## src/hw/rtl/eudst_pkg.sv

```systemverilog
// ----------------------------------------------------------------------------
// eudst_pkg
// Shared types, constants and helper functions for the summer-time check.
// ----------------------------------------------------------------------------
package eudst_pkg;

	// Reciprocal of 100: floor(y * 5243 / 2^19) == floor(y / 100) for y < 2^14
	localparam logic [12:0] Recip100   = 13'd5243;
	localparam int          RecipShift = 19;

	localparam logic [3:0] MonthJan = 4'd1;
	localparam logic [3:0] MonthFeb = 4'd2;
	localparam logic [3:0] MonthMar = 4'd3;
	localparam logic [3:0] MonthOct = 4'd10;

	localparam logic [4:0] LastDay    = 5'd31;
	localparam logic [4:0] SpringHour = 5'd3;
	localparam logic [4:0] FallHour   = 5'd4;

	// Sakamoto offsets of March and October, with day 31 folded in (mod 7)
	localparam logic [2:0] MarLastKey = 3'd5;  // (2 + 31) mod 7
	localparam logic [2:0] OctLastKey = 3'd2;  // (6 + 31) mod 7

	localparam logic signed [1:0] AdjNone = 2'sb00;
	localparam logic signed [1:0] AdjFwd  = 2'sb01;
	localparam logic signed [1:0] AdjBack = 2'sb11;

	typedef struct packed {
		logic s2;
		logic s3;
	} eudst_en_t;

	// Sakamoto month offset; months outside 1..12 give 0
	function automatic logic [2:0] month_offset(input logic [3:0] m);
		logic [2:0] off;
		case (m)
			4'd1:    off = 3'd0;
			4'd2:    off = 3'd3;
			4'd3:    off = 3'd2;
			4'd4:    off = 3'd5;
			4'd5:    off = 3'd0;
			4'd6:    off = 3'd3;
			4'd7:    off = 3'd5;
			4'd8:    off = 3'd1;
			4'd9:    off = 3'd4;
			4'd10:   off = 3'd6;
			4'd11:   off = 3'd2;
			4'd12:   off = 3'd4;
			default: off = 3'd0;
		endcase
		return off;
	endfunction

	// Modulo 7 by octal digit folding (8 == 1 mod 7)
	function automatic logic [2:0] mod7(input logic [15:0] v);
		logic [5:0] s;
		logic [3:0] t;
		s = 6'(v[2:0]) + 6'(v[5:3]) + 6'(v[8:6]) + 6'(v[11:9]) + 6'(v[14:12])
			+ 6'(v[15]);
		t = 4'(s[2:0]) + 4'(s[5:3]);
		if (t >= 4'd7) begin
			t = t - 4'd7;
		end
		return t[2:0];
	endfunction

endpackage

```

## src/hw/rtl/eudst_year_key.sv

```systemverilog
// ----------------------------------------------------------------------------
// eudst_year_key
// Two-stage year term of Sakamoto's formula:
// (y + y/4 - y/100 + y/400) mod 7.
// ----------------------------------------------------------------------------
module eudst_year_key (
	input  logic                 clk,
	input  logic                 arst_n,
	input  eudst_pkg::eudst_en_t en,
	input  logic [13:0]          year,
	output logic [2:0]           key_s3
);

	logic [26:0] prod;
	logic [13:0] year_s2;
	logic [7:0]  q100_s2;
	logic [14:0] sum;

	// y / 100 via reciprocal multiply
	assign prod = 27'(year) * 27'(eudst_pkg::Recip100);

	// q/4 == y/400 since floor(floor(y/100)/4) == floor(y/400)
	assign sum = 15'(year_s2) + 15'(year_s2 >> 2) - 15'(q100_s2) + 15'(q100_s2 >> 2);

	// payload only, no reset needed
	always_ff @(posedge clk) begin
		if (en.s2) begin
			year_s2 <= year;
			q100_s2 <= prod[eudst_pkg::RecipShift +: 8];
		end
		if (en.s3) begin
			key_s3 <= eudst_pkg::mod7(16'(sum));
		end
	end

`ifndef SYNTHESIS
	// quotient estimate stays within the range of a 14-bit year over 100
	a_q_range: assert property (@(posedge clk) disable iff (!arst_n)
		$past(en.s2) |-> q100_s2 <= 8'd163)
		else $error("year/100 estimate out of range");

	// the residue is a proper modulo-7 value
	a_key_range: assert property (@(posedge clk) disable iff (!arst_n)
		$past(en.s3) |-> key_s3 != 3'd7)
		else $error("year key not reduced mod 7");

	// after a stage 2 load the year is never below its hundreds quotient
	a_sum_bound: assert property (@(posedge clk) disable iff (!arst_n)
		$past(en.s2) |-> ({1'b0, year_s2} >= {7'd0, q100_s2}))
		else $error("year below its hundreds quotient");
`endif

endmodule

```

## src/hw/rtl/eu_dst_transition_check.sv

```systemverilog
// ----------------------------------------------------------------------------
// eu_dst_transition_check
// European summer-time rule check for one date and hour per transaction.
//
// Each input transaction carries a Gregorian date, a local hour and the
// caller's current summer-time flag; the block returns the rule's verdict,
// the weekday of the date (0 Sunday) and an hour adjustment (+1 at hour 3
// with the flag clear when summer applies, -1 at hour 4 with the flag set
// when winter applies, else 0). The last Sundays of March and October come
// from Sakamoto's formula on the 31st. The block is a four-stage pipeline
// with no kept state: one transaction is taken per cycle while out_ready
// stays high, and each result is registered through stages 1 to 4 before
// it is offered on out_valid.
// Stage 1 registers the inputs and the Jan/Feb year shift, stage 2 the
// reciprocal multiply for y/100, stage 3 the mod-7 year terms and stage 4
// the weekdays, rule compares and the output register. out_ready low
// back-pressures stage by stage, and empty stages keep filling.
// ----------------------------------------------------------------------------
module eu_dst_transition_check (
	input  logic              clk,
	input  logic              arst_n,
	input  logic              in_valid,
	output logic              in_ready,
	input  logic [13:0]       year_full,
	input  logic [3:0]        month_num,
	input  logic [4:0]        day_of_month,
	input  logic [4:0]        hour_local,
	input  logic              dst_active_now,
	output logic              out_valid,
	input  logic              out_ready,
	output logic signed [1:0] hour_adjust,
	output logic              dst_in_effect,
	output logic [2:0]        weekday
);

	// stage advance: a stage moves when it is empty or its successor moves
	logic adv_s1, adv_s2, adv_s3, adv_s4;
	logic vld_s1, vld_s2, vld_s3, vld_s4;
	eudst_pkg::eudst_en_t en;

	assign adv_s4   = !vld_s4 || out_ready;
	assign adv_s3   = !vld_s3 || adv_s4;
	assign adv_s2   = !vld_s2 || adv_s3;
	assign adv_s1   = !vld_s1 || adv_s2;
	assign in_ready = adv_s1;
	assign en       = '{s2: adv_s2, s3: adv_s3};

	always_ff @(posedge clk or negedge arst_n) begin
		if (!arst_n) begin
			vld_s1 <= 1'b0;
			vld_s2 <= 1'b0;
			vld_s3 <= 1'b0;
			vld_s4 <= 1'b0;
		end else begin
			if (adv_s1) begin
				vld_s1 <= in_valid;
			end
			if (adv_s2) begin
				vld_s2 <= vld_s1;
			end
			if (adv_s3) begin
				vld_s3 <= vld_s2;
			end
			if (adv_s4) begin
				vld_s4 <= vld_s3;
			end
		end
	end

	// ---- stage 1: capture, date year shifted back for Jan/Feb ----
	logic [13:0] year_s1, date_year_s1;
	logic [3:0]  month_s1;
	logic [4:0]  day_s1, hour_s1;
	logic        flag_s1;
	logic [2:0]  moff_s1;
	logic        early_month;

	assign early_month = (month_num == eudst_pkg::MonthJan)
		|| (month_num == eudst_pkg::MonthFeb);

	always_ff @(posedge clk) begin
		if (adv_s1) begin
			year_s1      <= year_full;
			date_year_s1 <= (early_month && (year_full != 14'd0))
				? year_full - 14'd1 : year_full;
			month_s1     <= month_num;
			day_s1       <= day_of_month;
			hour_s1      <= hour_local;
			flag_s1      <= dst_active_now;
			moff_s1      <= eudst_pkg::month_offset(month_num);
		end
	end

	// ---- stages 2 and 3: year terms for the rule year and the date year ----
	logic [2:0] rule_key_s3, date_key_s3;

	eudst_year_key u_rule_key (
		.clk    (clk),
		.arst_n (arst_n),
		.en     (en),
		.year   (year_s1),
		.key_s3 (rule_key_s3)
	);

	eudst_year_key u_date_key (
		.clk    (clk),
		.arst_n (arst_n),
		.en     (en),
		.year   (date_year_s1),
		.key_s3 (date_key_s3)
	);

	// side payload travels alongside the year units
	logic [3:0] month_s2, month_s3;
	logic [4:0] day_s2, day_s3, hour_s2, hour_s3;
	logic       flag_s2, flag_s3;
	logic [2:0] moff_s2, moff_s3;

	always_ff @(posedge clk) begin
		if (adv_s2) begin
			month_s2 <= month_s1;
			day_s2   <= day_s1;
			hour_s2  <= hour_s1;
			flag_s2  <= flag_s1;
			moff_s2  <= moff_s1;
		end
		if (adv_s3) begin
			month_s3 <= month_s2;
			day_s3   <= day_s2;
			hour_s3  <= hour_s2;
			flag_s3  <= flag_s2;
			moff_s3  <= moff_s2;
		end
	end

	// ---- stage 4: weekdays, last Sundays, rule and adjustment ----
	logic [2:0]        wd_date, wd_mar, wd_oct;
	logic [4:0]        begin_day, end_day;
	logic              summer;
	logic              at_switch;
	logic signed [1:0] adj;

	assign wd_date = eudst_pkg::mod7(16'(date_key_s3) + 16'(moff_s3) + 16'(day_s3));
	assign wd_mar  = eudst_pkg::mod7(16'(rule_key_s3) + 16'(eudst_pkg::MarLastKey));
	assign wd_oct  = eudst_pkg::mod7(16'(rule_key_s3) + 16'(eudst_pkg::OctLastKey));

	assign begin_day = eudst_pkg::LastDay - 5'(wd_mar);
	assign end_day   = eudst_pkg::LastDay - 5'(wd_oct);

	always_comb begin
		if ((month_s3 > eudst_pkg::MonthMar) && (month_s3 < eudst_pkg::MonthOct)) begin
			summer = 1'b1;
		end else if (month_s3 == eudst_pkg::MonthMar) begin
			summer = (day_s3 > begin_day)
				|| ((day_s3 == begin_day) && (hour_s3 >= eudst_pkg::SpringHour));
		end else if (month_s3 == eudst_pkg::MonthOct) begin
			summer = (day_s3 < end_day)
				|| ((day_s3 == end_day) && (hour_s3 < eudst_pkg::FallHour));
		end else begin
			summer = 1'b0;
		end
	end

	// adjustment only at the switch hour that matches the caller's flag
	assign at_switch = ((hour_s3 == eudst_pkg::SpringHour) && !flag_s3)
		|| ((hour_s3 == eudst_pkg::FallHour) && flag_s3);

	always_comb begin
		adj = eudst_pkg::AdjNone;
		if (at_switch) begin
			if (summer && !flag_s3) begin
				adj = eudst_pkg::AdjFwd;
			end else if (!summer && flag_s3) begin
				adj = eudst_pkg::AdjBack;
			end
		end
	end

	logic signed [1:0] adj_s4;
	logic              summer_s4;
	logic [2:0]        wd_s4;

	always_ff @(posedge clk) begin
		if (adv_s4) begin
			adj_s4    <= adj;
			summer_s4 <= summer;
			wd_s4     <= wd_date;
		end
	end

	assign out_valid     = vld_s4;
	assign hour_adjust   = adj_s4;
	assign dst_in_effect = summer_s4;
	assign weekday       = wd_s4;

`ifndef SYNTHESIS
	// an empty output register never blocks the input side
	a_no_false_stall: assert property (@(posedge clk) disable iff (!arst_n)
		!out_valid |-> in_ready)
		else $error("input stalled with output stage empty");

	// spring forward only ever comes with a summer verdict
	a_fwd_summer: assert property (@(posedge clk) disable iff (!arst_n)
		(out_valid && (hour_adjust == eudst_pkg::AdjFwd)) |-> dst_in_effect)
		else $error("forward adjust without summer time");

	// fall back only ever comes with a winter verdict
	a_back_winter: assert property (@(posedge clk) disable iff (!arst_n)
		(out_valid && (hour_adjust == eudst_pkg::AdjBack)) |-> !dst_in_effect)
		else $error("back adjust during summer time");

	// no unused adjust code, weekday reduced
	a_out_codes: assert property (@(posedge clk) disable iff (!arst_n)
		out_valid |-> ((hour_adjust != 2'sb10) && (weekday != 3'd7)))
		else $error("output code out of range");

	// a held result keeps the pipeline behind it frozen when it is full
	a_full_hold: assert property (@(posedge clk) disable iff (!arst_n)
		(vld_s1 && vld_s2 && vld_s3 && vld_s4 && !out_ready) |-> !in_ready)
		else $error("full pipeline accepted a transaction under stall");
`endif

endmodule
```

## config.mk

```make
export PLATFORM = sky130hd
export DESIGN_NAME = eu_dst_transition_check
export DESIGN_NICKNAME = d
export VERILOG_FILES = /design/src/hw/rtl/eudst_pkg.sv /design/src/hw/rtl/eudst_year_key.sv /design/src/hw/rtl/eu_dst_transition_check.sv
export SDC_FILE = /design/constraint.sdc
export NUM_CORES = 1
export LEC_CHECK = 0
export BUFFER_PORTS_ARGS = -buffer_cell sky130_fd_sc_hd__buf_2
export CORE_ASPECT_RATIO = 0.75
export CORE_MARGIN = 2
export CORE_UTILIZATION = 65
export CTS_CLUSTER_DIAMETER = 200
export CTS_CLUSTER_SIZE = 20
export DETAILED_ROUTE_END_ITERATION = 6
export GPL_TIMING_DRIVEN = 0
export PLACE_DENSITY_LB_ADDON = 0.25
export SETUP_SLACK_MARGIN = 0.2
export SLEW_MARGIN = 20
export SYNTH_ARGS = -nofsm -noshare
export SYNTH_HDL_FRONTEND = slang
export SYNTH_SLANG_ARGS = --single-unit
```

## constraint.sdc

```tcl
create_clock -name clk -period 8.5 [get_ports clk]
set_clock_uncertainty 0.05 [all_clocks]
set_input_delay 1.7 -clock clk [delete_from_list [all_inputs] [get_ports clk]]
set_output_delay 1.7 -clock clk [all_outputs]
set_load 0.01 [all_outputs]
```

==> summary.md, run 1 <==
| Metric | Value |
|---|---|
| Synth async-reset ratio | `2.82%` |
| DRT Wirelength | `28.6 mm` |
| Worst skew pair latency | `440 ps` |
| Seq cells post-synth | `142` |
| Final setup violating endpoints | `0` |
| Post-Syn Instances | `1369` |
| Synth top area share | `26.8%` |
| Worst-path clk slew | `70 ps` |
| H-tree levels | `4` |
| Startpoint Class | `flip-flop` |
| Most frequent cells after synthesis | `inv_1 (358), ha_1 (301), fa_1 (175)` |
| Layout cells sized above 1 | `6.50%` |
| Crit path largest cell delay | `540 ps` |
| Top cells by area, synth | `edfxtp_1 (27%), ha_1 (24%), fa_1 (23%), inv_1 (8.7%), xor2_1 (2.2%)` |
| Top cell by count, worst path | `fa_1` |
| Die Wd | `about 180 µm` |
| Netlist cell types | `58` |
| Die Y-Extent | `approximately 140 µm` |
| Max Freq | `142 MHz` |
| Hold Path Sink | `moff_s2[2]` |
| # DRC | `0` |
| Status | `completed` |
| Largest buffer count on any clock path | `2` |
| Wire per inst | `between 15 and 20 µm` |
| PortBufs | `40` |
| CP delay by family, top | `adder cells` |
| Dpl hpwl | `between 20 and 25 mm` |
| Hold path startpoint | `moff_s1[2]` |
| Kind of end point of the critical path | `flip-flop` |
| Reg2reg end | `u_date_key.key_s3[1]` |
| Grt ovf | `0` |
| Global-route usage over all layers | `24.8%` |
| Initial antenna violation count | `1` |
| Ys Warns | `0` |
| Crit Path Class | `flip-flop to flip-flop` |
| Detail Route Antenna Nets | `0` |
| TritonCTS clock tree | `yes` |
| Initial DRC Count | `~380` |
| CTS resizes | `0` |
| Synthesized cell area | `approximately 15000 µm²` |
| Largest net degree at the start of global routing | `35` |
| Worst-path fanout max | `3` |
| Mean Syn Cell Area | `around 11 µm²` |
| Post-Syn Nets | `roughly 1900` |
| Setup_tns | `0 ps` |
| Final hold viol count | `0` |
| P&R area growth vs syn | `7.91%` |
| Worst Max-Slew Pin Slew | `1050 ps` |
| RSZ-0062 raised after global routing | `no` |
| Register area share after synthesis | `around 27%` |
| Buf/Inv on CP | `5` |
| R2r startpoint | `u_date_key.q100_s2[1]` |
| Max Cap Violations | `0` |
| DR vias | `9577` |
| CTS sink count | `142` |
| Die area | `between 20000 and 30000 µm²` |
| Number of vias per cell | `5.48` |
| Worst EP arrival | `7200 ps` |
| Final slew viol count | `0` |
| CTS Root Buffer Type | `clkbuf_16` |
| First-pass GRT wire length | `47.9 mm` |
| Crit share post-route | `between 80% and 90%` |
| Reg2reg path depth | `26` |
| Top-count cell post-synth | `inv_1` |
| Initial Utilization | `66.7%` |
| Hold path cells | `0` |
| Vias in the first global route | `10028` |
| Final Wtd Congestion | `0.896` |
| Router iterations before antenna repair | `5` |
| CP max stage cell | `fa_1` |
| Minimum clock period | `slightly above 7000 ps` |
| CTS Buf Count | `17` |
| CP required | `8650 ps` |
| CORE AREA | `23200 µm²` |
| Ys flop type | `edfxtp_1` |
| Row count | `48` |
| CTS Hold Bufs | `0` |
| Rel. slew slack | `29.5%` |
| Hold WC Path Type | `flip-flop to flip-flop` |
| Post-synth EDFFs | `138` |
| # nets final | `1942` |
| Area leader, netlist | `edfxtp_1` |
| # IOs | `a little over 40` |
| Post CTS Setup Buffer Count | `0` |
| Reg2Reg Setup Slack | `1450 ps` |
==> routing by layer <==
| metal | wire, µm | GRT usage, % | share of wire (%) | up-vias |
|---|---|---|---|---|
| li1 | - | - | - | 4668 |
| met1 | 13600 | 34.6 | 48 | 4717 |
| met2 | 13500 | 41.0 | 47 | 167 |
| met3 | 1050 | 4.04 | 3.7 | 25 |
| met4 | 361 | 6.14 | 1.3 | 0 |
| met5 | 0 | 0 | 0 | - |
==> flip-flops by register name, indices dropped and copies added, names as in the netlist, 5 cells and up <==
register            count
day_s2                  5
hour_s2                 5
u_date_key.year_s2     14
year_s1                14
u_date_key.q100_s2      8
day_s1                  5
date_year_s1           14
u_rule_key.q100_s2      8
u_rule_key.year_s2     14
hour_s1                 5
day_s3                  5
hour_s3                 5
==> cell families after synthesis <==
family,Yosys count,share of synthesized area [%]
AOI/OAI and AO/OA,161,7.15
muxes,7,0.485
and+or+nand+nor,151,5.02
xor gates and xnor gates,74,4.19
buffers and inverters,358,8.69
adders and majority gates,476,47.0
DFF,142,27.4
==> worst max path at each step <==
stage,from,end,slack (ps),cells past startpoint
after floorplan,u_date_key.q100_s2[1],u_date_key.key_s3[1],1830,26
after global placement,u_date_key.year_s2[3],u_date_key.key_s3[1],1560,25
after detailed placement,u_date_key.q100_s2[1],u_date_key.key_s3[1],1450,26
after CTS,u_date_key.q100_s2[1],u_date_key.key_s3[1],1450,26
after global routing,u_date_key.q100_s2[4],u_date_key.key_s3[1],1100,25
final,u_date_key.q100_s2[1],u_date_key.key_s3[1],1450,26
==> per-stage QoR <==
stage | setup WS (ps) | instance area, µm² | hold WS (ps) | instances | utilization [%]
after floorplan | 1830 | 15500 | 350 | 1369 | -
after CTS | 1450 | 16700 | 363 | 1746 | 72.0
after detailed placement | 1450 | 16100 | 355 | 1714 | 69.5
after global routing | 1100 | 16700 | 372 | 1747 | 72.0
final | 1450 | 16700 | 361 | 1748 | 72.0
after global placement | 1560 | 16000 | 350 | 1709 | 69.2
==> cell usage in the layout (no fill, tap or decap), types with 9 or more instances in the layout <==
cell type / Yosys / final
edfxtp_1: 138 / 138
buf_2: 0 / 40
nor2_1: 33 / 33
xnor2_1: 36 / 36
o21ai_0: 24 / 24
inv_1: 358 / 358
nand3_1: 11 / 10
nand2_1: 31 / 31
xor2_1: 38 / 38
nor3_1: 19 / 19
a21o_1: 32 / 32
ha_1: 301 / 301
nand4_1: 9 / 9
a21oi_1: 45 / 45
fa_1: 175 / 175
clkbuf_16: 0 / 17
nor2b_1: 12 / 12
==> area by class of cell <==
type                       instances  area (µm²)
inverter                         358        1340
fill                            1594        6490
clock buffer                      17         425
tap                              300         375
timing repair buffer              45         269
antenna                            2        5.00
multi-input combinational        869        9890
sequential                       142        4240
clock inverter                    15         136
Power of run 1 is not shown: default switching activity piles up to over one toggle a cycle in this logic, so the estimate is an artifact.
==> run 2, diff against run 1 <==
- ABC_AREA: default -> 1
- CORE_UTILIZATION: 65 -> 59
- clock period: 8.5 -> 5.9 ns (I/O delays scaled with it)
==> run 2 against run 1 <==
  * Core utilization fell by 6.4 points
  * Clock-buffer cell count increased by 1
  * The flow now finishes with violations (setup timing)
  * Register-to-register slack worse by 1800 ps
  * Die area rose by 19%
  * First-iteration DRC count up 85%
  * Critical endpoint is now u_rule_key.key_s3[0]
  * Via count is 22% higher
  * Sequential cell count did not move
==> summary.md, run 2 <==
| Metric | Value |
|---|---|
| Status | `complete, but fails checks` |
| Failing checks | `setup timing` |
| Crit path largest cell delay | `540 ps` |
| Grt ovf | `0` |
| Initial antenna violation count | `7` |
| Die Wd | `198 µm` |
| Crit Path Class | `flip-flop to flip-flop` |
| P&R area growth vs syn | `9.49%` |
| Ys flop type | `edfxtp_1` |
| Dpl hpwl | `28.7 mm` |
| Hold path cells | `0` |
| Reg2Reg Setup Slack | `-390 ps` |
| CTS sink count | `142` |
| Final hold viol count | `0` |
| CP required | `6020 ps` |
| Most frequent cells after synthesis | `inv_1 (475), ha_1 (301), nand2_1 (287)` |
| Router iterations before antenna repair | `5` |
| Die Y-Extent | `150 µm` |
| CORE AREA | `27900 µm²` |
| Setup_tns | `-2090 ps` |
| Largest buffer count on any clock path | `2` |
| Post-synth EDFFs | `138` |
| CTS Buf Count | `17` |
| Top cells by area, synth | `edfxtp_1 (25%), ha_1 (23%), fa_1 (21%), inv_1 (11%), nand2_1 (6.4%)` |
| Post-Syn Nets | `2308` |
| Synthesized cell area | `16700 µm²` |
| Worst-path fanout max | `3` |
| Max Freq | `159 MHz` |
| Crit share post-route | `107%` |
| Row count | `53` |
| Top-count cell post-synth | `inv_1` |
| # IOs | `41` |
| # nets final | `around 2400` |
| Detail Route Antenna Nets | `0` |
| TritonCTS clock tree | `yes` |
| Final setup violating endpoints | `6` |
| Initial Utilization | `59.9%` |
| Netlist cell types | `35` |
| Synth async-reset ratio | `2.82%` |
| Worst-path clk slew | `60 ps` |
| Proportion of synthesized area in mux cells | `0%` |
| Final slew viol count | `0` |
| Vias in the first global route | `11681` |
| Reg2reg path depth | `24` |
| CTS Hold Bufs | `0` |
| PortBufs | `40` |
| Worst path depth | `24` |
| Buf/Inv on CP | `6` |
| Synth top area share | `24.8%` |
| Max Cap Violations | `0` |
| RSZ-0062 raised after global routing | `yes` |
| Post-synthesis simple-gate area fraction | `12.5%` |
| Rel. slew slack | `33.6%` |
| CP delay by family, top | `adder cells` |
| Number of vias per cell | `5.13` |
| Wire per inst | `14.9 µm` |
| Final worst slack | `-390 ps` |
| DRT Wirelength | `33.9 mm` |
| Area leader, netlist | `edfxtp_1` |
| Adder-cell share of the synthesized area | `43.5%` |
| Kind of end point of the critical path | `flip-flop` |
| Post-Syn Instances | `1799` |
| Global-route usage over all layers | `24.5%` |
| CP max stage cell | `fa_1` |
| Seq cells post-synth | `142` |
| Most common cell after layout, fill and taps aside | `inv_1` |
| Ys Warns | `0` |
| CTS Root Buffer Type | `clkbuf_16` |
| Initial DRC Count | `711` |
| Worst EP arrival | `around 6400 ps` |
| Minimum clock period | `6290 ps` |
| Largest net degree at the start of global routing | `63` |
| Final Wtd Congestion | `0.921` |
| Startpoint Class | `flip-flop` |
| XOR/XNOR Fraction of Synth Area | `2.78%` |
| Largest family of logic cells by synthesized area | `adder cells` |
| H-tree levels | `4` |
| Compound-Gate Fraction of Synth Area | `5.07%` |
| Worst skew pair latency | `420 ps` |
| DR vias | `11654` |
| Layout cells sized above 1 | `7.91%` |
| First-pass GRT wire length | `56.7 mm` |
| Hold WC Path Type | `flip-flop to flip-flop` |
| Worst Max-Slew Pin Slew | `995 ps` |
| # DRC | `0` |
| Mean Syn Cell Area | `9.29 µm²` |
| Most frequent cells in the layout | `inv_1 (459), ha_1 (287), nand2_1 (282), fa_1 (169), edfxtp_1 (138)` |
| Register area share after synthesis | `25.4%` |
| Cell-by-cell trace of the critical path | `inv_2 -> fa_1 -> inv_1 -> fa_1 -> ha_2 -> fa_2 -> xor2_1 -> ha_2 -> fa_2 -> inv_2 -> fa_1 -> fa_1 -> inv_2 -> ha_4 -> fa_2 -> xor2_2 -> ha_2 -> inv_2 -> fa_1 -> inv_2 -> ha_4 -> nand2_2 -> nand2_2 -> xor2_1` |
| Die area | `29700 µm²` |
-- run 2: cell count changes in the layout (fill, tap and decap cells not counted), sizes merged, moves of 21 or more --
cell,previous run,this run
a21o,32,6
nor2,33,101
nand3,11,61
xnor2,36,15
a21oi,45,77
inv,369,478
nand2,31,287
-- run 2: final cells by class --
| class | instances | area [µm²] |
|---|---|---|
| Multi-Input combinational cell | 1179 | 10900 |
| Fill cell | 2217 | 9620 |
| Sequential cell | 142 | 4240 |
| Inverter | 477 | 1790 |
| Tap cell | 385 | 482 |
| Clock buffer | 18 | 429 |
| Timing Repair Buffer | 53 | 342 |
| Clock inverter | 14 | 120 |
| Buffer | 1 | 11.3 |
| Antenna cell | 4 | 10.0 |
-- run 2: cells by family after synthesis --
family                   after synthesis
AO/OA/AOI/OAI                        151
XOR/XNOR                              53
adder cells (fa/ha/maj)              476
buffers and inverters                478
flip-flops                           142
AND/OR/NAND/NOR                      499
-- run 2: worst paths after layout --
kind                                  startpoint                   end
setup / recovery           u_rule_key.q100_s2[3]  u_rule_key.key_s3[0]
hold / removal                        moff_s2[0]            moff_s3[0]
setup reg to reg           u_rule_key.q100_s2[3]  u_rule_key.key_s3[0]
hold reg to reg                       moff_s2[0]            moff_s3[0]
max in group asynchronous                 arst_n                vld_s2
min in group asynchronous                 arst_n                vld_s1
-- run 2: what timing repair did --
action	4_1_cts	5_1_grt
resized for setup	29	8
endpoints found under the setup margin	6	6
hold endpoints to repair	0	0
pin swaps	12	10
setup buffers	7	4
-- run 2: per-layer routing --
metal,vias up,global-route usage [%],wire (µm)
li1,5834,-,-
met1,5532,35.4,16300
met2,242,38.6,15100
met3,38,4.91,2000
met4,8,5.15,429
met5,-,0,48
-- run 2: stage by stage --
stage	util [%]	worst slack [ps]	hold WS (ps)	std cells	instance area, µm²
floorplan	-	-116	350	1799	16800
global placement	62.5	-383	350	2224	17500
detailed placement	62.7	-566	355	2226	17500
CTS	65.2	-380	367	2265	18200
global route	65.5	-629	375	2270	18300
finish	65.6	-390	366	2273	18300
Power of run 2 is left out for the same reason.
==> run 3, diff against run 2 <==
- CTS_CLUSTER_SIZE: 20 -> default
- PLACE_DENSITY_LB_ADDON: 0.25 -> 0.12
==> run 3 against run 2 <==
  * The run still ends with setup timing left
  * Setup slack worse by 16 ps
  * Global-route usage decreased by 0.13 points
  * First-iteration DRC count is 9.7% lower
  * Via count shrank 0.36%
  * Final area is 0.42% higher
  * Maximum frequency shrank 0.25%
  * Critical path type unchanged
  * Highest routed layer unchanged
==> summary.md, run 3 (same netlist as run 2, synthesis figures left out) <==
| Metric | Value |
|---|---|
| Status | `complete, but fails checks` |
| Failing checks | `setup timing` |
| Detail Route Antenna Nets | `0` |
| Largest net degree at the start of global routing | `40` |
| Minimum clock period | `6310 ps` |
| Largest buffer count on any clock path | `2` |
| Die Y-Extent | `between 100 and 150 µm` |
| DRT Wirelength | `33.8 mm` |
| Crit share post-route | `107%` |
| PortBufs | `40` |
| Reg2Reg Setup Slack | `-410 ps` |
| Kind of end point of the critical path | `flip-flop` |
| Hold Path Sink | `hour_s3[4]` |
| Grt ovf | `0` |
| # DRC | `0` |
| Reg2reg path depth | `24` |
| Number of vias per cell | `between 5 and 6` |
| Reg2reg end | `u_rule_key.key_s3[0]` |
| RSZ-0062 raised after global routing | `yes` |
| First-pass GRT wire length | `56.3 mm` |
| Worst Max-Slew Pin Slew | `1050 ps` |
| Most common cell after layout, fill and taps aside | `inv_1` |
| H-tree levels | `4` |
| CTS Hold Bufs | `0` |
| Wire per inst | `~15 µm` |
| Initial Utilization | `59.9%` |
| Fin util | `65.8%` |
| Placed cell count | `between 2000 and 2500` |
| Die area | `roughly 30000 µm²` |
| Final worst slack | `-406 ps` |
| Hold WC Path Type | `flip-flop to flip-flop` |
| CTS Root Buffer Type | `clkbuf_16` |
| Max Cap Violations | `0` |
| Hold_ws | `365 ps` |
| Dpl hpwl | `between 20 and 30 mm` |
| Rel. slew slack | `between 30% and 40%` |
| Row count | `53` |
| TritonCTS clock tree | `yes` |
| Final setup violating endpoints | `6` |
| Layout cells sized above 1 | `under 10%` |
| Vias in the first global route | `11627` |
| # IOs | `41` |
| Die Wd | `198 µm` |
| Initial antenna violation count | `3` |
| Crit Path Class | `flip-flop to flip-flop` |
| Max Freq | `159 MHz` |
| CP required | `approximately 6000 ps` |
| CTS Buf Count | `17` |
| # nets final | `2384` |
| Post-Layout Inst Area | `around 18000 µm²` |
| Most frequent cells in the layout | `inv_1 (463), ha_1 (286), nand2_1 (282), fa_1 (169), edfxtp_1 (138)` |
| Worst skew pair latency | `between 400 and 500 ps` |
| Initial DRC Count | `642` |
| Global-route usage over all layers | `approximately a quarter` |
| Post-DP Area | `roughly 18000 µm²` |
| Worst-path fanout max | `3` |
| Router iterations before antenna repair | `5` |
| DR vias | `11612` |
| Final hold viol count | `0` |
| Startpoint Class | `flip-flop` |
| Final Wtd Congestion | `0.895` |
| Final slew viol count | `0` |
| CORE AREA | `27900 µm²` |
| Worst-path clk slew | `70 ps` |
| CTS sink count | `142` |
| Worst EP arrival | `6420 ps` |
| P&R area growth vs syn | `9.95%` |
| R2r startpoint | `u_rule_key.year_s2[1]` |
| Layout Cells excl Fill | `2276` |
| Hold path cells | `0` |
| Hold path startpoint | `hour_s2[4]` |
## run 3: per-layer routing
layer	track usage (%)	vias up	part of all wire (%)
met3	3.25	26	4.6
met4	4.92	2	1.2
li1	-	5845	-
met5	0	-	0.038
met1	35.8	5545	50
met2	39.0	194	44
## run 3: final cells by class
| class | instances | area [µm²] |
|---|---|---|
| Antenna cell | 3 | 7.51 |
| Buffer | 1 | 11.3 |
| Clock buffer | 17 | 425 |
| Clock inverter | 15 | 199 |
| Fill cell | 2261 | 9540 |
| Inverter | 477 | 1790 |
| Multi-Input combinational cell | 1179 | 10800 |
| Sequential cell | 142 | 4240 |
| Tap cell | 385 | 482 |
| Timing Repair Buffer | 57 | 373 |
## run 3: through the flow
step	worst slack, ps	setup TNS, ps
floorplan	-116	-435
global placement	-344	-1810
detailed placement	-453	-2300
CTS	-383	-2010
global route	-642	-3540
finish	-406	-2090
## run 3: repair_timing
| action | CTS | global route |
|---|---|---|
| endpoints found under the setup margin | 6 | 6 |
| setup buffers | 6 | 8 |
| pin swaps | 10 | 6 |
| resized for setup | 19 | 8 |
## run 3: worst max-delay path by stage
stage	start	endpoint	slack, ps	depth (start not counted)
2_1_floorplan	u_rule_key.year_s2[1]	u_rule_key.key_s3[0]	-120	24
3_3_place_gp	u_date_key.year_s2[3]	u_date_key.key_s3[0]	-340	24
3_5_place_dp	u_date_key.q100_s2[4]	u_date_key.key_s3[1]	-450	25
4_1_cts	u_rule_key.q100_s2[3]	u_rule_key.key_s3[1]	-380	25
5_1_grt	u_rule_key.q100_s2[3]	u_rule_key.key_s3[0]	-640	24
6_report	u_rule_key.year_s2[1]	u_rule_key.key_s3[0]	-410	24
## run 3: critical path, cell delays in order, from the launching register on
cell,delay (ps)
edfxtp_1,320
inv_1,50
fa_1,530
inv_1,50
fa_1,450
ha_2,210
fa_2,430
xor2_2,160
ha_2,190
fa_2,530
inv_2,40
fa_1,450
fa_1,530
inv_2,50
ha_4,150
fa_2,360
xor2_1,170
ha_2,220
inv_2,40
fa_1,520
inv_1,60
ha_2,200
nand2_2,70
nand2_2,70
xor2_1,150
Power of run 3 is left out for the same reason.
